### src/rtl/tsas_pkg.sv
// Shared types, codes and constants of the three-literal CNF assignment search block.
package tsas_pkg;

   // Fixed limits and field widths of the request, response and register port.
   localparam int unsigned VARS_MAX            = 64;
   localparam int unsigned CLAUSES_MAX_DEFAULT = 1024;
   localparam int unsigned ASSIGN_W            = 64;
   localparam int unsigned VAR_W               = 7;
   localparam int unsigned BITPOS_W            = 6;
   localparam int unsigned CLAUSE_W            = 3 * BITPOS_W + 3;
   localparam int unsigned FUNC_W              = 2;
   localparam int unsigned STATUS_W            = 3;
   localparam int unsigned CSR_INDEX_W         = 2;

   // Request function codes.
   typedef enum logic [FUNC_W-1:0] {
      FUNC_LOAD  = 2'd0,
      FUNC_FIND  = 2'd1,
      FUNC_CLEAR = 2'd2,
      FUNC_SPARE = 2'd3
   } func_type;

   // Response status codes.
   typedef enum logic [STATUS_W-1:0] {
      STATUS_SOLUTION  = 3'd0,
      STATUS_EXHAUSTED = 3'd1,
      STATUS_ACCEPTED  = 3'd2,
      STATUS_REJECTED  = 3'd3,
      STATUS_CLEARED   = 3'd4
   } status_type;

   // Register indexes of the configuration port.
   typedef enum logic [CSR_INDEX_W-1:0] {
      CSR_VAR_COUNT   = 2'd0,
      CSR_RANGE_START = 2'd1,
      CSR_RANGE_END   = 2'd2,
      CSR_UNUSED      = 2'd3
   } csr_index_type;

   // Controller states.
   typedef enum logic [2:0] {
      ST_IDLE,
      ST_BOUND,
      ST_FETCH,
      ST_TEST,
      ST_REPLY
   } state_type;

   // One request item.
   typedef struct packed {
      logic [FUNC_W-1:0] func;
      logic [VAR_W-1:0]  var_a;
      logic [VAR_W-1:0]  var_b;
      logic [VAR_W-1:0]  var_c;
      logic              neg_a;
      logic              neg_b;
      logic              neg_c;
   } req_type;

   // One response item.
   typedef struct packed {
      status_type          status;
      logic [ASSIGN_W-1:0] assignment;
   } rsp_type;

   // One literal of a clause while it is being sorted.
   typedef struct packed {
      logic [VAR_W-1:0] idx;
      logic             neg;
   } lit_type;

   // Commands from the controller to the datapath.
   typedef struct packed {
      logic accept;
      logic scan_start;
      logic next_clause;
      logic skip;
      logic found;
      logic exhaust;
      logic send;
   } ctl_cmd_type;

   // Status from the datapath to the controller.
   typedef struct packed {
      logic is_find;
      logic bound_fail;
      logic table_empty;
      logic clause_false;
      logic last_clause;
      logic out_free;
   } dp_status_type;

endpackage

### src/rtl/tsas_ctrl.sv
// Controller state machine of the assignment search: sequences loads, searches and replies.
module tsas_ctrl
   import tsas_pkg::*;
(
   input  logic          clock,
   input  logic          reset,
   input  logic          req_valid,
   output logic          req_stall,
   input  dp_status_type dp_status,
   output ctl_cmd_type   cmd
);

   state_type state_ff, state_in;

   // State register.
   always_ff @(posedge clock) begin
      if (reset) begin
         state_ff <= ST_IDLE;
      end else begin
         state_ff <= state_in;
      end
   end

   // Next state and commands.
   always_comb begin
      state_in  = state_ff;
      cmd       = '0;
      req_stall = 1'b1;
      unique case (state_ff)
         ST_IDLE: begin
            req_stall = 1'b0;
            if (req_valid) begin
               cmd.accept = 1'b1;
               state_in   = dp_status.is_find ? ST_BOUND : ST_REPLY;
            end
         end
         // Range check; if it passes, answer on an empty table, else start a clause pass.
         ST_BOUND: begin
            if (dp_status.bound_fail) begin
               cmd.exhaust = 1'b1;
               state_in    = ST_REPLY;
            end else if (dp_status.table_empty) begin
               cmd.found = 1'b1;
               state_in  = ST_REPLY;
            end else begin
               cmd.scan_start = 1'b1;
               state_in       = ST_FETCH;
            end
         end
         // Wait for the first clause to come out of the memory.
         ST_FETCH: begin
            state_in = ST_TEST;
         end
         // Test one clause a cycle; the first false clause moves the candidate on.
         ST_TEST: begin
            if (dp_status.clause_false) begin
               cmd.skip = 1'b1;
               state_in = ST_BOUND;
            end else if (dp_status.last_clause) begin
               cmd.found = 1'b1;
               state_in  = ST_REPLY;
            end else begin
               cmd.next_clause = 1'b1;
            end
         end
         ST_REPLY: begin
            if (dp_status.out_free) begin
               cmd.send = 1'b1;
               state_in = ST_IDLE;
            end
         end
         default: begin
            state_in = ST_IDLE;
         end
      endcase
   end

endmodule

### config.mk
export PLATFORM = sky130hd
export DESIGN_NAME = tsas_ctrl
export DESIGN_NICKNAME = d
export VERILOG_FILES = /design/src/rtl/tsas_pkg.sv /design/src/rtl/tsas_ctrl.sv
export SDC_FILE = /design/constraint.sdc
export NUM_CORES = 1
export LEC_CHECK = 0
export ABC_AREA = 0
export ABC_CLOCK_PERIOD_IN_PS = 2000
export BUFFER_PORTS_ARGS = -buffer_cell sky130_fd_sc_hd__buf_4
export CAP_MARGIN = 20
export CORE_AREA = 2 2 39 41
export CTS_CLUSTER_SIZE = 14
export DETAILED_ROUTE_END_ITERATION = 12
export DIE_AREA = 0 0 41 43
export PLACE_DENSITY = 0.51
export SYNTH_ARGS = -nofsm -noshare
export SYNTH_HDL_FRONTEND = slang
export SYNTH_SLANG_ARGS = --single-unit
### constraint.sdc
create_clock -name clock -period 2 [get_ports clock]
set_clock_uncertainty 0.05 [all_clocks]
set_input_delay 0.5 -clock clock [delete_from_list [all_inputs] [get_ports clock]]
set_output_delay 0.5 -clock clock [all_outputs]
set_load 0.005 [all_outputs]
==> results of run 1 <==
[layer usage]
layer  routed length (µm)  global-route usage  part of all wire
met5                    0                   0                 0
met1                  329               0.150              0.43
met4                    0              0.0400                 0
met3                   82              0.0471              0.11
met2                  360               0.144              0.47
[how the worst max path moves through the flow]
stage	from	slack, ns	cells after the start	to
finish	state_ff[2]$_SDFFE_PP0P_	0.18	3	cmd[4]
CTS	state_ff[1]$_SDFFE_PP0P_	0.05	3	cmd[4]
global placement	state_ff[1]$_SDFFE_PP0P_	0.30	3	cmd[4]
detailed placement	state_ff[1]$_SDFFE_PP0P_	0.31	3	cmd[4]
floorplan	state_ff[1]$_SDFFE_PP0P_	0.48	3	cmd[6]
global route	state_ff[0]$_SDFFE_PP0P_	0.09	3	cmd[1]
[worst reg2reg max path: stages (launching register included)]
cell and delay, ns:
dfxtp_1 0.49, or4b_1 0.49, o21ai_0 0.11, o211a_1 0.16
[kinds of logic (layout without fill, tap and decap cells)]
group	Yosys count	after routing
buffers and inverters	6	23
and+or+nand+nor	19	19
DFF	3	3
AOI/OAI and AO/OA	11	11
muxes	1	1
[where the power goes]
group | internal, µW | switching (µW)
clock network | 75.2 | 37.9
registers | 63.4 | 7.15
logic | 34.0 | 21.2
total | 173 | 66.3
[cells in the mapped netlist (all sizes together)]
cell | n | share of area
buf | 3 | 0.081
or4b | 2 | 0.068
or2 | 1 | 0.021
or2b | 1 | 0.026
a31oi | 1 | 0.021
inv | 3 | 0.038
or3 | 1 | 0.021
nand3b | 1 | 0.026
o21a | 1 | 0.026
mux2i | 1 | 0.034
nor3 | 3 | 0.051
a21oi | 3 | 0.051
a211oi | 1 | 0.026
nor4 | 1 | 0.021
a2bb2oi | 1 | 0.030
nor3b | 2 | 0.051
o21ai | 3 | 0.051
dfxtp | 3 | 0.21
o211a | 1 | 0.034
nand2b | 2 | 0.043
and3 | 1 | 0.021
nor2 | 4 | 0.051
[cell usage in the layout (no fill, tap or decap), drive strengths merged, types with 2 or more instances in the layout]
master   n
a21oi    3
buf     16
clkbuf   4
dfxtp    3
inv      3
nand2b   2
nor2     4
nor3     3
nor3b    2
o21ai    3
or4b     2
[per-stage QoR]
| stage | total power [µW] | hold slack (ns) | setup WS (ns) | utilization | area [µm²] |
|---|---|---|---|---|---|
| global placement | 127 | 0.568 | 0.302 | 0.296 | 409 |
| CTS | 243 | 0.387 | 0.0505 | 0.315 | 435 |
| finish | 239 | 0.383 | 0.183 | 0.316 | 438 |
| floorplan | 99.8 | 0.466 | 0.481 | - | 293 |
| detailed placement | 127 | 0.578 | 0.314 | 0.296 | 409 |
| global route | 257 | 0.381 | 0.0889 | 0.316 | 438 |
[cell type report]
| class | instances | area [µm²] |
|---|---|---|
| Fill cell | 172 | 946 |
| Multi-Input combinational cell | 31 | 198 |
| Timing Repair Buffer | 16 | 120 |
| Sequential cell | 3 | 62.6 |
| Clock buffer | 4 | 26.3 |
| Tap cell | 16 | 20.0 |
| Inverter | 3 | 11.3 |
==> run metrics, run 1 <==
aggregate global routing overflow 0; Crit Path Category reg2out; # IOs 17; HP Class in2reg; flops & latches, synth 3; CP max FO 10; Worst Path Buf+Inv 1; DR iter-0 viols 16; CP arrival 1.27 ns; max-slew violation count 0; R2R Path End state_ff[2]$_SDFFE_PP0P_; Mapped Cells 40; worst hold endpoint state_ff[0]$_SDFFE_PP0P_; Nets 67; Syn Area/Cell 7.32 µm²; flop2flop setup slack 0.65 ns; CTS tree yes; placed cell count 69; status finished clean; period utilisation layout 0.908; Clock Sinks 3; CP delay by family, top simple AND/OR/NAND/NOR gates; Critical R2R Launch state_ff[2]$_SDFFE_PP0P_; syn nets 49; hold buffers post-CTS 0; port bufs 16; die area 0.00176 mm²; final cell count without fillers 73; mapped cell area 293 µm²; final WL 771 µm; die height 43 µm; fmax 550 MHz; initial antenna violation count 0; Clock Latency Late Sink 0.24 ns; HPWL Detailed 572 µm; area of the core 0.00138 mm²; post-CTS setup buffer count 0; Largest stage delay, worst path 0.39 ns; adder-cell area share of the yosys netlist 0; Cells on Worst Hold Path 2; Routed Antenna Nets 0; Syn-to-layout area delta 49.6%; n_diodes 0; endpoints failing hold 0; Worst-Margin Slew 0.303 ns; critical path's slowest cell dfxtp_1; vias in the first global route 320; Row Count 14; CP startpoint kind flop; min Tclk post-route 1.82 ns; setup violators final 0; RSZ-0062 raised after global routing false; largest family of logic cells by synthesized area simple AND/OR/NAND/NOR gates; Post-Synth XOR/XNOR Area 0; maxcap violations 0; Vias per Instance 4.77; total track usage 0.108; max FFs per register 3; drt wl/cell 10.6 µm; DRC Markers 0; multiplexer share of the synthesized area 0.0342; Fin Setup TNS 0 ns; die width 41 µm; Data required, critical path 1.45 ns; biggest registers after layout state_ff (3); CP cell instances nand3b_1 > nor3_1 > buf_4; Peak VDD IR 0.297 mV; Setup crit end kind output pin; TritonCTS Buffers 3; CTS root buf clkbuf_4; H-tree depth 1; PwrDens 545 mW/mm²; cts repair resizes 0; largest net degree at the start of global routing 15; Most flops, register state_ff; Worst R2R Path Depth 3; Yosys cell types 25; clk buf depth 2; Compound-Gate Fraction of Synth Area 0.239; Hold Crit Start reset; drt first pass iters 4; post-synthesis simple-gate area fraction 0.402; routability cong. 0.731; Synth warnings 0; Static Leak 0.000207 µW; Slew HR 0.798; Vias 348; initial core utilization 0.212; global-route wire length before repair 1290 µm; register area share after synthesis 0.205; share of layout cells above drive strength 1 0.386; Worst-path clk slew 0.04 ns
No activity file was read; power rests on OpenSTA's default activity.
==> inputs of run 2 (changes only) <==
- BUFFER_PORTS_ARGS: -buffer_cell sky130_fd_sc_hd__buf_4 -> -buffer_cell sky130_fd_sc_hd__buf_2
==> run 2 against run 1 <==
Against the previous run: core utilization shrank 3.0 points; wire length shrank 6.5%; clock power is essentially flat; critical endpoint is now cmd[1]; fmax shrank 3.2%; sequential share of layout area grew 1.2 points.
==> run metrics, run 2 (same netlist as run 1, synthesis figures left out) <==
status finished clean; RSZ-0062 raised after global routing false; period utilisation layout 0.938 (+0.0299); total track usage 0.0973 (-0.0109); R2R Path End state_ff[2]$_SDFFE_PP0P_; Worst Path Buf+Inv 1 (unchanged); endpoints failing hold 0 (unchanged); fmax 533 MHz (-3.2%); maxcap violations 0 (unchanged); Vias per Instance 4.68 (-1.7%); CP max FO 11 (+1); final WL 721 µm (-6.5%); Nets 67 (unchanged); max FFs per register 3 (unchanged); global-route wire length before repair 1130 µm (-12%); Cells on Worst Hold Path 2 (unchanged); Static Leak 0.000199 µW (-3.7%); Routed Antenna Nets 0 (unchanged); Setup crit end kind output pin; routability cong. 0.697 (-4.7%); Worst R2R Path Depth 3 (unchanged); initial antenna violation count 0 (unchanged); Most flops, register state_ff; TritonCTS Buffers 3 (unchanged); Fin Setup TNS 0 ns (unchanged); critical path's slowest cell dfxtp_1; Worst setup startpoint state_ff[0]$_SDFFE_PP0P_; flop2flop setup slack 0.67 ns (+0.02 ns); CP cell instances or2b_1 > nor3b_1 > buf_2; fillcell total 168 (-2.3%); CP delay by family, top flip-flops; Final Power 227 µW (-4.9%); drt first pass iters 3 (-1); hold buffers post-CTS 0 (unchanged); Worst-path clk slew 0.04 ns (about the same); Critical R2R Launch state_ff[2]$_SDFFE_PP0P_; initial core utilization 0.212 (unchanged); n_diodes 0 (unchanged); clk buf depth 2 (unchanged); die area 0.00176 mm² (unchanged); HP Class in2reg; Critical Path Stages 3 (unchanged); CTS root buf clkbuf_4; vias in the first global route 277 (-13%); Row Count 14 (unchanged); Peak VDD IR 0.198 mV (-34%); biggest registers after layout state_ff (3); cts repair resizes 0 (unchanged); share of layout cells above drive strength 1 0.368 (-0.0175); area of the core 0.00138 mm² (unchanged); Clock Latency Late Sink 0.24 ns (about the same); Data required, critical path 1.45 ns (about the same); commonest non-fill, non-tap cells in the layout buf_2, nor2_1; DRC Markers 0 (unchanged); Vias 342 (-1.7%); CTS tree yes; port bufs 16 (unchanged); drt wl/cell 9.88 µm (-6.5%); H-tree depth 1 (unchanged); setup violators final 0 (unchanged); PwrDens 573 mW/mm² (+5.0%); HPWL Detailed 555 µm (-3.1%); Worst-Margin Slew 0.308 ns (+0.00550 ns); Crit Path Category reg2out; die width 41 µm (unchanged); aggregate global routing overflow 0 (unchanged); CP startpoint kind flop; largest net degree at the start of global routing 15 (unchanged); Slew HR 0.794 (-0.00367); Hold Crit Start reset; worst setup path end cmd[1]; die height 43 µm (unchanged); CP arrival 1.33 ns (+0.06 ns); Clock Sinks 3 (unchanged); max-slew violation count 0 (unchanged); min Tclk post-route 1.88 ns (+0.0599 ns); # IOs 17 (unchanged); Largest stage delay, worst path 0.48 ns (+0.09 ns); DR iter-0 viols 3 (-13); post-CTS setup buffer count 0 (unchanged); commonest non-fill, non-tap cell in the layout buf_2; Syn-to-layout area delta 35.5%
==> run 2: worst min-delay path by stage <==
| stage | endpoint | slack (ns) |
|---|---|---|
| after global routing | state_ff[0]$_SDFFE_PP0P_ | 0.41 |
| final | state_ff[0]$_SDFFE_PP0P_ | 0.40 |
| after detailed placement | state_ff[0]$_SDFFE_PP0P_ | 0.57 |
| after floorplan | state_ff[0]$_SDFFE_PP0P_ | 0.47 |
| after CTS | state_ff[0]$_SDFFE_PP0P_ | 0.40 |
| after global placement | state_ff[0]$_SDFFE_PP0P_ | 0.57 |
==> run 2: power breakdown <==
| part | switching, µW | internal (µW) |
|---|---|---|
| clock | 35.5 | 75.0 |
| sequential | 7.27 | 63.1 |
| combinational | 20.3 | 26.0 |
| total | 63.1 | 164 |
==> run 2: final cells by class <==
type	count	area (µm²)	share of cell area
clock buffer	4	26.3	0.0662
timing repair buffer	16	80.1	0.202
multi-input combinational	31	198	0.498
tap	16	20.0	0.0505
inverter	3	11.3	0.0284
sequential	3	61.3	0.155
==> run 2: metal layers <==
layer	up-vias	track usage	routed length (µm)
met4	0	0.0800	14
li1	177	-	-
met5	-	0	0
met2	13	0.113	317
met3	2	0.0314	42
met1	150	0.138	347
==> run 2: stage by stage <==
| stage | area, µm² | util | worst slack [ns] | hold WS (ns) | instances |
|---|---|---|---|---|---|
| after floorplan | 293 | - | 0.481 | 0.466 | 40 |
| after global placement | 369 | 0.267 | 0.323 | 0.573 | 69 |
| after detailed placement | 369 | 0.267 | 0.321 | 0.571 | 69 |
| after CTS | 395 | 0.286 | 0.0566 | 0.400 | 73 |
| after global routing | 397 | 0.287 | 0.00837 | 0.407 | 73 |
| final | 397 | 0.287 | 0.123 | 0.402 | 73 |
